--- src/hw/rtl/assert_macros.svh ---
// Assertion macros for the RTL files of the RTT estimator.
// Each macro expects a clock named clk and an active-low reset named rst_n in scope.
`ifndef ASSERT_MACROS_SVH
`define ASSERT_MACROS_SVH

// same-cycle implication
`define ASSERT_IMPLY(label, ante, cons) \
  label: assert property (@(posedge clk) disable iff (!rst_n) (ante) |-> (cons)) \
    else $error("assertion failed");

// next-cycle implication
`define ASSERT_NEXT(label, ante, cons) \
  label: assert property (@(posedge clk) disable iff (!rst_n) (ante) |=> (cons)) \
    else $error("assertion failed");

`endif

--- src/hw/rtl/rtte_pkg.sv ---
// Package for the RTT estimator: opcodes, register indexes and fixed widths.
// No dependencies.
`default_nettype none

package rtte_pkg;

  typedef enum logic [1:0] {
    OP_UPDATE      = 2'd0,
    OP_SET_INITIAL = 2'd1,
    OP_RESET       = 2'd2
  } op_t;

  typedef enum logic [1:0] {
    CFG_GRANULARITY   = 2'd0,
    CFG_MAX_ACK_DELAY = 2'd1,
    CFG_MAX_SAMPLE    = 2'd2
  } cfg_idx_t;

  localparam int unsigned CFG_W = 32;
  localparam int unsigned PTO_W = 35;

  localparam logic [CFG_W-1:0] GRANULARITY_RST   = 32'd1;
  localparam logic [CFG_W-1:0] MAX_ACK_DELAY_RST = 32'd25;
  localparam logic [CFG_W-1:0] MAX_SAMPLE_RST    = 32'hFFFF_FFFF;

  localparam logic [PTO_W-1:0] PTO_MAX = '1;

endpackage

`default_nettype wire

--- src/hw/rtl/rtte_core.sv ---
// Next-state logic of the RTT estimator: sample filter, min tracking, ack delay
// adjustment and the smoothed/deviation EWMA, plus set-initial and reset. Depends on rtte_pkg.
`default_nettype none

module rtte_core
  import rtte_pkg::*;
#(
  parameter int TIME_WIDTH = 32
) (
  input  logic [1:0]            opcode,
  input  logic [TIME_WIDTH-1:0] sample,
  input  logic [TIME_WIDTH-1:0] delay,
  input  logic [CFG_W-1:0]      max_sample,
  input  logic                  init,
  input  logic [TIME_WIDTH-1:0] min_val,
  input  logic [TIME_WIDTH-1:0] latest_val,
  input  logic [TIME_WIDTH-1:0] smoothed_val,
  input  logic [TIME_WIDTH-1:0] deviation_val,
  output logic                  accepted,
  output logic                  init_nxt,
  output logic [TIME_WIDTH-1:0] min_nxt,
  output logic [TIME_WIDTH-1:0] latest_nxt,
  output logic [TIME_WIDTH-1:0] smoothed_nxt,
  output logic [TIME_WIDTH-1:0] deviation_nxt
);

  localparam int WW = (TIME_WIDTH > CFG_W) ? TIME_WIDTH : CFG_W;

  logic                  sample_ok;
  logic [TIME_WIDTH-1:0] min_upd;
  logic [TIME_WIDTH-1:0] adj;
  logic [TIME_WIDTH-1:0] diff;
  logic [TIME_WIDTH+1:0] dev_sum;
  logic [TIME_WIDTH+2:0] smo_sum;

  assign sample_ok = (sample != '0) && (WW'(sample) <= WW'(max_sample));
  assign min_upd   = ((min_val == '0) || (min_val > sample)) ? sample : min_val;
  assign adj       = ((sample - min_upd) >= delay) ? (sample - delay) : sample;
  assign diff      = (smoothed_val > adj) ? (smoothed_val - adj) : (adj - smoothed_val);
  assign dev_sum   = {2'b00, deviation_val} + {1'b0, deviation_val, 1'b0} + {2'b00, diff};
  assign smo_sum   = {smoothed_val, 3'b000} - {3'b000, smoothed_val} + {3'b000, adj};

  always_comb begin
    accepted      = 1'b0;
    init_nxt      = init;
    min_nxt       = min_val;
    latest_nxt    = latest_val;
    smoothed_nxt  = smoothed_val;
    deviation_nxt = deviation_val;
    case (op_t'(opcode))
      OP_UPDATE: begin
        if (sample_ok) begin
          accepted   = 1'b1;
          min_nxt    = min_upd;
          latest_nxt = adj;
          if (!init) begin
            init_nxt      = 1'b1;
            smoothed_nxt  = adj;
            deviation_nxt = adj >> 1;
          end else begin
            smoothed_nxt  = smo_sum[TIME_WIDTH+2:3];
            deviation_nxt = dev_sum[TIME_WIDTH+1:2];
          end
        end
      end
      OP_SET_INITIAL: begin
        if (!init) begin
          accepted     = 1'b1;
          latest_nxt   = sample;
          smoothed_nxt = sample;
        end
      end
      OP_RESET: begin
        accepted      = 1'b1;
        min_nxt       = '0;
        latest_nxt    = '0;
        smoothed_nxt  = '0;
        deviation_nxt = '0;
      end
      default: begin
        accepted = 1'b0;
      end
    endcase
  end

endmodule

`default_nettype wire

--- src/hw/rtl/rtt_estimator_pto_unit.sv ---
// QUIC RTT estimator with probe timeout: one result for every request, passing
// through an input register, then a result register, and a sustained rate of
// one request per clock while out_stall is not held. Probe timeouts are formed
// from the result register and the configuration. Depends on rtte_pkg,
// rtte_core and assert_macros.svh.
`default_nettype none

`include "assert_macros.svh"

module rtt_estimator_pto_unit
  import rtte_pkg::*;
#(
  parameter int TIME_WIDTH  = 32,
  parameter int DEFAULT_RTT = 100
) (
  input  logic             clk,
  input  logic             rst_n,
  input  logic             cfg_we,
  input  logic [1:0]       cfg_index,
  input  logic [CFG_W-1:0] cfg_wdata,
  input  logic             in_valid,
  output logic             in_stall,
  input  logic [1:0]       in_opcode,
  input  logic [31:0]      in_sample,
  input  logic [31:0]      in_ack_delay,
  output logic             out_valid,
  input  logic             out_stall,
  output logic             out_accepted,
  output logic [PTO_W-1:0] out_pto_base,
  output logic [PTO_W-1:0] out_pto_with_ack_delay,
  output logic [31:0]      out_smoothed_rtt,
  output logic [31:0]      out_rtt_deviation,
  output logic [31:0]      out_min_rtt,
  output logic [31:0]      out_latest_rtt
);

  localparam int IW = (TIME_WIDTH < 32) ? TIME_WIDTH : 32;
  localparam int MW = ((TIME_WIDTH + 2) > CFG_W) ? (TIME_WIDTH + 2) : CFG_W;
  localparam int PW = ((MW + 2) > (PTO_W + 1)) ? (MW + 2) : (PTO_W + 1);

  logic [CFG_W-1:0] gran_r;
  logic [CFG_W-1:0] mad_r;
  logic [CFG_W-1:0] max_sample_r;

  logic        s1_valid_r;
  logic [1:0]  s1_opcode_r;
  logic [31:0] s1_sample_r;
  logic [31:0] s1_delay_r;

  logic                  init_r;
  logic [TIME_WIDTH-1:0] min_r;
  logic [TIME_WIDTH-1:0] latest_r;
  logic [TIME_WIDTH-1:0] smoothed_r;
  logic [TIME_WIDTH-1:0] deviation_r;

  logic                  init_nxt;
  logic [TIME_WIDTH-1:0] min_nxt;
  logic [TIME_WIDTH-1:0] latest_nxt;
  logic [TIME_WIDTH-1:0] smoothed_nxt;
  logic [TIME_WIDTH-1:0] deviation_nxt;
  logic                  accepted_nxt;

  logic                  out_valid_r;
  logic                  out_accepted_r;
  logic [TIME_WIDTH-1:0] out_smoothed_r;
  logic [TIME_WIDTH-1:0] out_deviation_r;
  logic [TIME_WIDTH-1:0] out_min_r;
  logic [TIME_WIDTH-1:0] out_latest_r;

  logic                  adv;
  logic [TIME_WIDTH-1:0] x_in;
  logic [TIME_WIDTH-1:0] delay_in;
  logic [PW-1:0]         var_w;
  logic [PW-1:0]         gran_w;
  logic [PW-1:0]         var_max;
  logic [PW-1:0]         base_w;
  logic [PW-1:0]         with_w;

  always_ff @(posedge clk) begin
    if (!rst_n) begin
      gran_r       <= GRANULARITY_RST;
      mad_r        <= MAX_ACK_DELAY_RST;
      max_sample_r <= MAX_SAMPLE_RST;
    end else if (cfg_we) begin
      case (cfg_idx_t'(cfg_index))
        CFG_GRANULARITY:   gran_r       <= cfg_wdata;
        CFG_MAX_ACK_DELAY: mad_r        <= cfg_wdata;
        CFG_MAX_SAMPLE:    max_sample_r <= cfg_wdata;
        default: begin
        end
      endcase
    end
  end

  assign adv      = !out_valid_r || !out_stall;
  assign in_stall = s1_valid_r && !adv;

  always_ff @(posedge clk) begin
    if (!rst_n) begin
      s1_valid_r <= 1'b0;
    end else if (!in_stall) begin
      s1_valid_r <= in_valid;
    end
  end

  always_ff @(posedge clk) begin
    if (!in_stall && in_valid) begin
      s1_opcode_r <= in_opcode;
      s1_sample_r <= in_sample;
      s1_delay_r  <= in_ack_delay;
    end
  end

  assign x_in     = TIME_WIDTH'(s1_sample_r[IW-1:0]);
  assign delay_in = TIME_WIDTH'(s1_delay_r[IW-1:0]);

  rtte_core #(
    .TIME_WIDTH(TIME_WIDTH)
  ) u_core (
    .opcode        (s1_opcode_r),
    .sample        (x_in),
    .delay         (delay_in),
    .max_sample    (max_sample_r),
    .init          (init_r),
    .min_val       (min_r),
    .latest_val    (latest_r),
    .smoothed_val  (smoothed_r),
    .deviation_val (deviation_r),
    .accepted      (accepted_nxt),
    .init_nxt      (init_nxt),
    .min_nxt       (min_nxt),
    .latest_nxt    (latest_nxt),
    .smoothed_nxt  (smoothed_nxt),
    .deviation_nxt (deviation_nxt)
  );

  always_ff @(posedge clk) begin
    if (!rst_n) begin
      init_r      <= 1'b0;
      min_r       <= '0;
      latest_r    <= '0;
      smoothed_r  <= '0;
      deviation_r <= '0;
      out_valid_r <= 1'b0;
    end else if (adv) begin
      out_valid_r <= s1_valid_r;
      if (s1_valid_r) begin
        init_r      <= init_nxt;
        min_r       <= min_nxt;
        latest_r    <= latest_nxt;
        smoothed_r  <= smoothed_nxt;
        deviation_r <= deviation_nxt;
      end
    end
  end

  always_ff @(posedge clk) begin
    if (adv && s1_valid_r) begin
      out_accepted_r  <= accepted_nxt;
      out_smoothed_r  <= smoothed_nxt;
      out_deviation_r <= deviation_nxt;
      out_min_r       <= min_nxt;
      out_latest_r    <= latest_nxt;
    end
  end

  assign var_w   = PW'({out_deviation_r, 2'b00});
  assign gran_w  = PW'(gran_r);
  assign var_max = (gran_w > var_w) ? gran_w : var_w;
  assign base_w  = PW'(out_smoothed_r) + var_max;
  assign with_w  = base_w + PW'(mad_r);

  always_comb begin
    if (out_smoothed_r == '0) begin
      out_pto_base           = PTO_W'(DEFAULT_RTT * 2);
      out_pto_with_ack_delay = PTO_W'(DEFAULT_RTT * 2);
    end else begin
      out_pto_base           = (base_w > PW'(PTO_MAX)) ? PTO_MAX : base_w[PTO_W-1:0];
      out_pto_with_ack_delay = (with_w > PW'(PTO_MAX)) ? PTO_MAX : with_w[PTO_W-1:0];
    end
  end

  assign out_valid         = out_valid_r;
  assign out_accepted      = out_accepted_r;
  assign out_smoothed_rtt  = 32'(out_smoothed_r[IW-1:0]);
  assign out_rtt_deviation = 32'(out_deviation_r[IW-1:0]);
  assign out_min_rtt       = 32'(out_min_r[IW-1:0]);
  assign out_latest_rtt    = 32'(out_latest_r[IW-1:0]);

  `ASSERT_NEXT(a_init_sticky, init_r, init_r)
  `ASSERT_IMPLY(a_stall_only_full, in_stall, s1_valid_r)
  `ASSERT_IMPLY(a_pto_order, out_valid_r, out_pto_base <= out_pto_with_ack_delay)

endmodule

`default_nettype wire
--- config.mk ---
export PLATFORM = sky130hd
export DESIGN_NAME = rtt_estimator_pto_unit
export DESIGN_NICKNAME = d
export VERILOG_FILES = /design/src/hw/rtl/rtte_pkg.sv /design/src/hw/rtl/rtte_core.sv /design/src/hw/rtl/rtt_estimator_pto_unit.sv
export VERILOG_INCLUDE_DIRS = /design/src /design/src/hw/rtl
export SDC_FILE = /design/constraint.sdc
export NUM_CORES = 2
export LEC_CHECK = 0
export BUFFER_PORTS_ARGS = -buffer_cell sky130_fd_sc_hd__buf_4
export CAP_MARGIN = 20
export CORE_MARGIN = 2
export CORE_UTILIZATION = 60
export DETAILED_ROUTE_END_ITERATION = 16
export PLACE_DENSITY = 0.88
export SKIP_LAST_GASP = 1
export SYNTH_ARGS = -nofsm -noshare
export SYNTH_HDL_FRONTEND = slang
export SYNTH_SLANG_ARGS = --single-unit
--- constraint.sdc ---
create_clock -name clk -period 17.65 [get_ports clk]
set_input_delay 1.765 -clock clk [delete_from_list [all_inputs] [get_ports clk]]
set_output_delay 1.765 -clock clk [all_outputs]
set_load 0.02 [all_outputs]
==> flow_metrics.py <==
metrics = {
    "flow_run": {
        "cap_violations": 0,
    },
    "finish": {
        "layout-drive-gt1-share_pct": 12.7,
        "layout.nets": 4804,
        "fin_util_pct": 68.5,
        "diodes": 0,
        "synthToLayoutAreaGrowth_pct": 13.2,
        "fillerInstances": 4615,
        "seqCellArea_mm2": 0.0104,
        "multi_input_area_mm2": 0.0226,
        "final_cells": 5053,
    },
    "grt": {
        "grt_pass1_vias": 31701,
        "grt_max_degree": 84,
        "antenna_found_initial": 2,
        "grt_util_all_layers_pct": 41.7,
        "grt_pass1_wl_um": 190000,
        "overflow": 0,
    },
    "pwr": {
        "comb_power_share_pct": 64.2,
        "power_switching_mw": 2.99,
        "ir_drop_v": 0.0000940,
        "power.share.sequential_pct": 18.8,
        "finalPower_mw": 6.26,
        "swShare_pct": 47.7,
        "p_leak_nw": 17.2,
        "clockPowerShare_pct": 17.1,
        "powerDensity_mw_per_mm2": 159,
        "internal_power_mw": 3.27,
    },
    "place": {
        "io_buffers": 305,
        "dpl.cell_count": 4968,
        "place.gp.congestion": 1.07,
        "hpwl_um": 99100,
    },
    "setup_path": {
        "cp.required_ns": 17.99,
        "crit_arrival_ns": 16.11,
        "crit_family": "compound AO/OA/AOI/OAI gates",
        "critical_path.endpoint_type": "register",
        "max_stage_delay_ns": 0.94,
        "critPathBufInv": 4,
        "cp-start-kind": "register",
        "cp_slowest_cell": "a21oi_4",
        "cp_max_fo": 27,
        "crit_type": "register to register",
    },
    "timing": {
        "max_freq_mhz": 63.4,
        "hold_violations": 0,
        "timing.final.crit_share_pct": 89.4,
        "maxSlewViolCount": 0,
        "fin_setup_tns_ns": 0,
        "period_needed_ns": 15.78,
        "rsz0062_at_grt": "no",
        "tightest_slew_ns": 1.17,
        "relSlewSlack_pct": 21.3,
        "skew_ns": 0.0405,
        "setup_viol_count_final": 0,
    },
    "synth": {
        "synth_edf_count": 195,
        "synth_nets": 4583,
        "synth-async-reset-ratio_pct": 0,
        "synth_area_per_cell_um2": 8.62,
        "ys.flop_type": "dfxtp_1",
        "syn_area_mm2": 0.0348,
        "ys_types": 100,
        "syn_inst": 4031,
        "ys_seq_area_share_pct": 29.9,
        "ys_seq_elements": 422,
        "synth_warnings": 0,
    },
    "route": {
        "drt-total-wl_um": 129000,
        "routed-wl-met2_um": 56200,
        "drc": 0,
        "vias": 33795,
        "wl_per_cell_um": 25.5,
        "wl_met3_um": 14400,
        "postRouteAntennaNets": 0,
        "wl_met1_um": 47700,
        "routed_via_density": 6.69,
        "drt_iter0_markers": 4215,
        "top_layer": "met5",
        "firstDrtPassIters": 10,
    },
    "die": {
        "io_pins": 306,
        "core_area_mm2": 0.0575,
        "num_rows": 88,
        "fp.dieH_um": 245,
        "dieArea_mm2": 0.0599,
        "die_width_um": 245,
        "start_util_pct": 60.5,
    },
    "clock_network": {
        "clk_latency_ns": 0.63,
        "cts.sinks": 422,
        "cts.htree.levels": 2,
        "clk_pin_slew_ns": 0.07,
        "ctsResizeCount": 0,
        "clockRootBuffer": "clkbuf_16",
        "cts_hold_buffers": 0,
        "cts_setup_buffers": 0,
        "cts_tree": "built",
        "clock_path_buffers": 3,
        "cts-buffers-inserted": 46,
    },
    "worst_hold_path": {
        "min_path_type": "register to register",
    },
    "run_status": {
        "status": "finished clean",
    },
}
==> synthesized netlist by cell type, types with 68 or more instances <==
library cell    n  area, um^2
o21ai_0       278        1390
fa_1           68        1360
ha_1          379        4740
dfxtp_1       227        4540
nor2_1        234         878
clkbuf_1      123         462
inv_1         304        1140
edfxtp_1      195        5860
a21oi_1       389        1950
nand2_1       446        1670
a21o_1        121         908
xnor2_1       112         981
==> layout make-up <==
class                      count  share of cell area, %
tap                          765                   2.43
multi-input combinational   3131                   57.4
inverter                     305                   2.92
clock inverter                35                   1.19
timing repair buffer         346                   6.65
sequential                   422                   26.4
clock buffer                  49                   2.98
==> power groups by stage <==
stage               Combinational, mW  Sequential, mW  Clock [mW]
global placement                 3.83            1.19           0
CTS                              3.91            1.17        1.07
detailed placement               3.87            1.19           0
global route                     4.34            1.18        1.11
floorplan                        2.82            1.19           0
finish                           4.02            1.18        1.07
==> final timing paths <==
check,startpoint,slack [ns],depth (start not counted),endpoint
setup reg to reg,s1_sample_r[31],1.87,50,out_rtt_deviation[29]
setup / recovery,s1_sample_r[31],1.87,50,out_rtt_deviation[29]
hold / removal,mad_r[8],0.46,2,mad_r[8]
hold reg to reg,mad_r[8],0.46,2,mad_r[8]
==> stage by stage <==
stage,worst slack [ns],cell area [um^2],hold WS (ns)
6_report,1.87,39400,0.459
3_5_place_dp,2.49,37700,0.453
3_3_place_gp,2.89,37700,0.442
5_1_grt,1.19,39400,0.482
4_1_cts,2.36,39300,0.464
2_1_floorplan,4.92,34800,0.436
==> worst reg2reg max path: cells and delay by family (launching register included) <==
| kind | cells | cell delay, ns |
|---|---|---|
| AND/OR/NAND/NOR | 17 | 4.12 |
| buffers and inverters | 4 | 0.88 |
| adder cells (fa/ha/maj) | 6 | 2.23 |
| AO/OA/AOI/OAI | 20 | 7.09 |
| multiplexers | 2 | 0.56 |
| flip-flops | 1 | 0.58 |
| XOR/XNOR | 1 | 0.08 |
==> cells in the final DEF (no fill, tap or decap), types with 21 or more instances in the layout <==
cell type and instances:
nand3_1 58, nand2_1 445, edfxtp_1 195, o21bai_1 47, ha_1 379, o2bb2ai_1 34, a21o_1 121, a21oi_1 388
a21boi_0 21, mux2_2 40, nand4_1 59, nor4_1 31, clkbuf_16 46, nor2_1 228, a22o_1 33, xor2_1 66
a31oi_1 26, inv_1 302, fa_1 68, mux2i_1 56, o211ai_1 56, xnor2_1 112, dfxtp_1 226, a211oi_1 34
o21a_1 54, nand2b_1 32, a211o_1 21, buf_4 345, o21ai_0 278, and3_1 23, nor2b_1 57, nor3_1 40
==> sequential cells by signal, indices dropped and copies added, names as in the netlist <==
register and flops:
out_accepted 1, delay_in 32, s1_valid_r 1, s1_sample_r 32
out_min_rtt 32, out_rtt_deviation 32, min_r 32, latest_r 32
deviation_r 32, out_latest_rtt 32, mad_r 32, init_r 1
s1_opcode_r 2, out_valid 1, max_sample_r 32, out_smoothed_rtt 32
gran_r 32, smoothed_r 32
==> kinds of logic (layout without fill, tap and decap cells) <==
group / after synthesis / after routing / share of synthesized area [%]
flops: 422 / 422 / 29.9
xor+xnor: 178 / 178 / 4.49
compound gates: 1332 / 1332 / 25.2
simple gates: 1077 / 1077 / 14.5
buf+inv: 478 / 735 / 5.34
fa+ha+maj: 447 / 447 / 17.6
mux: 97 / 97 / 2.95
==> routing by layer <==
layer / vias up / global-route usage (%)
li1: 15182 / -
met1: 15754 / 52.0
met2: 2285 / 65.0
met3: 570 / 8.60
met4: 4 / 28.3
met5: - / 0
Power figures use the tool's default switching activity.
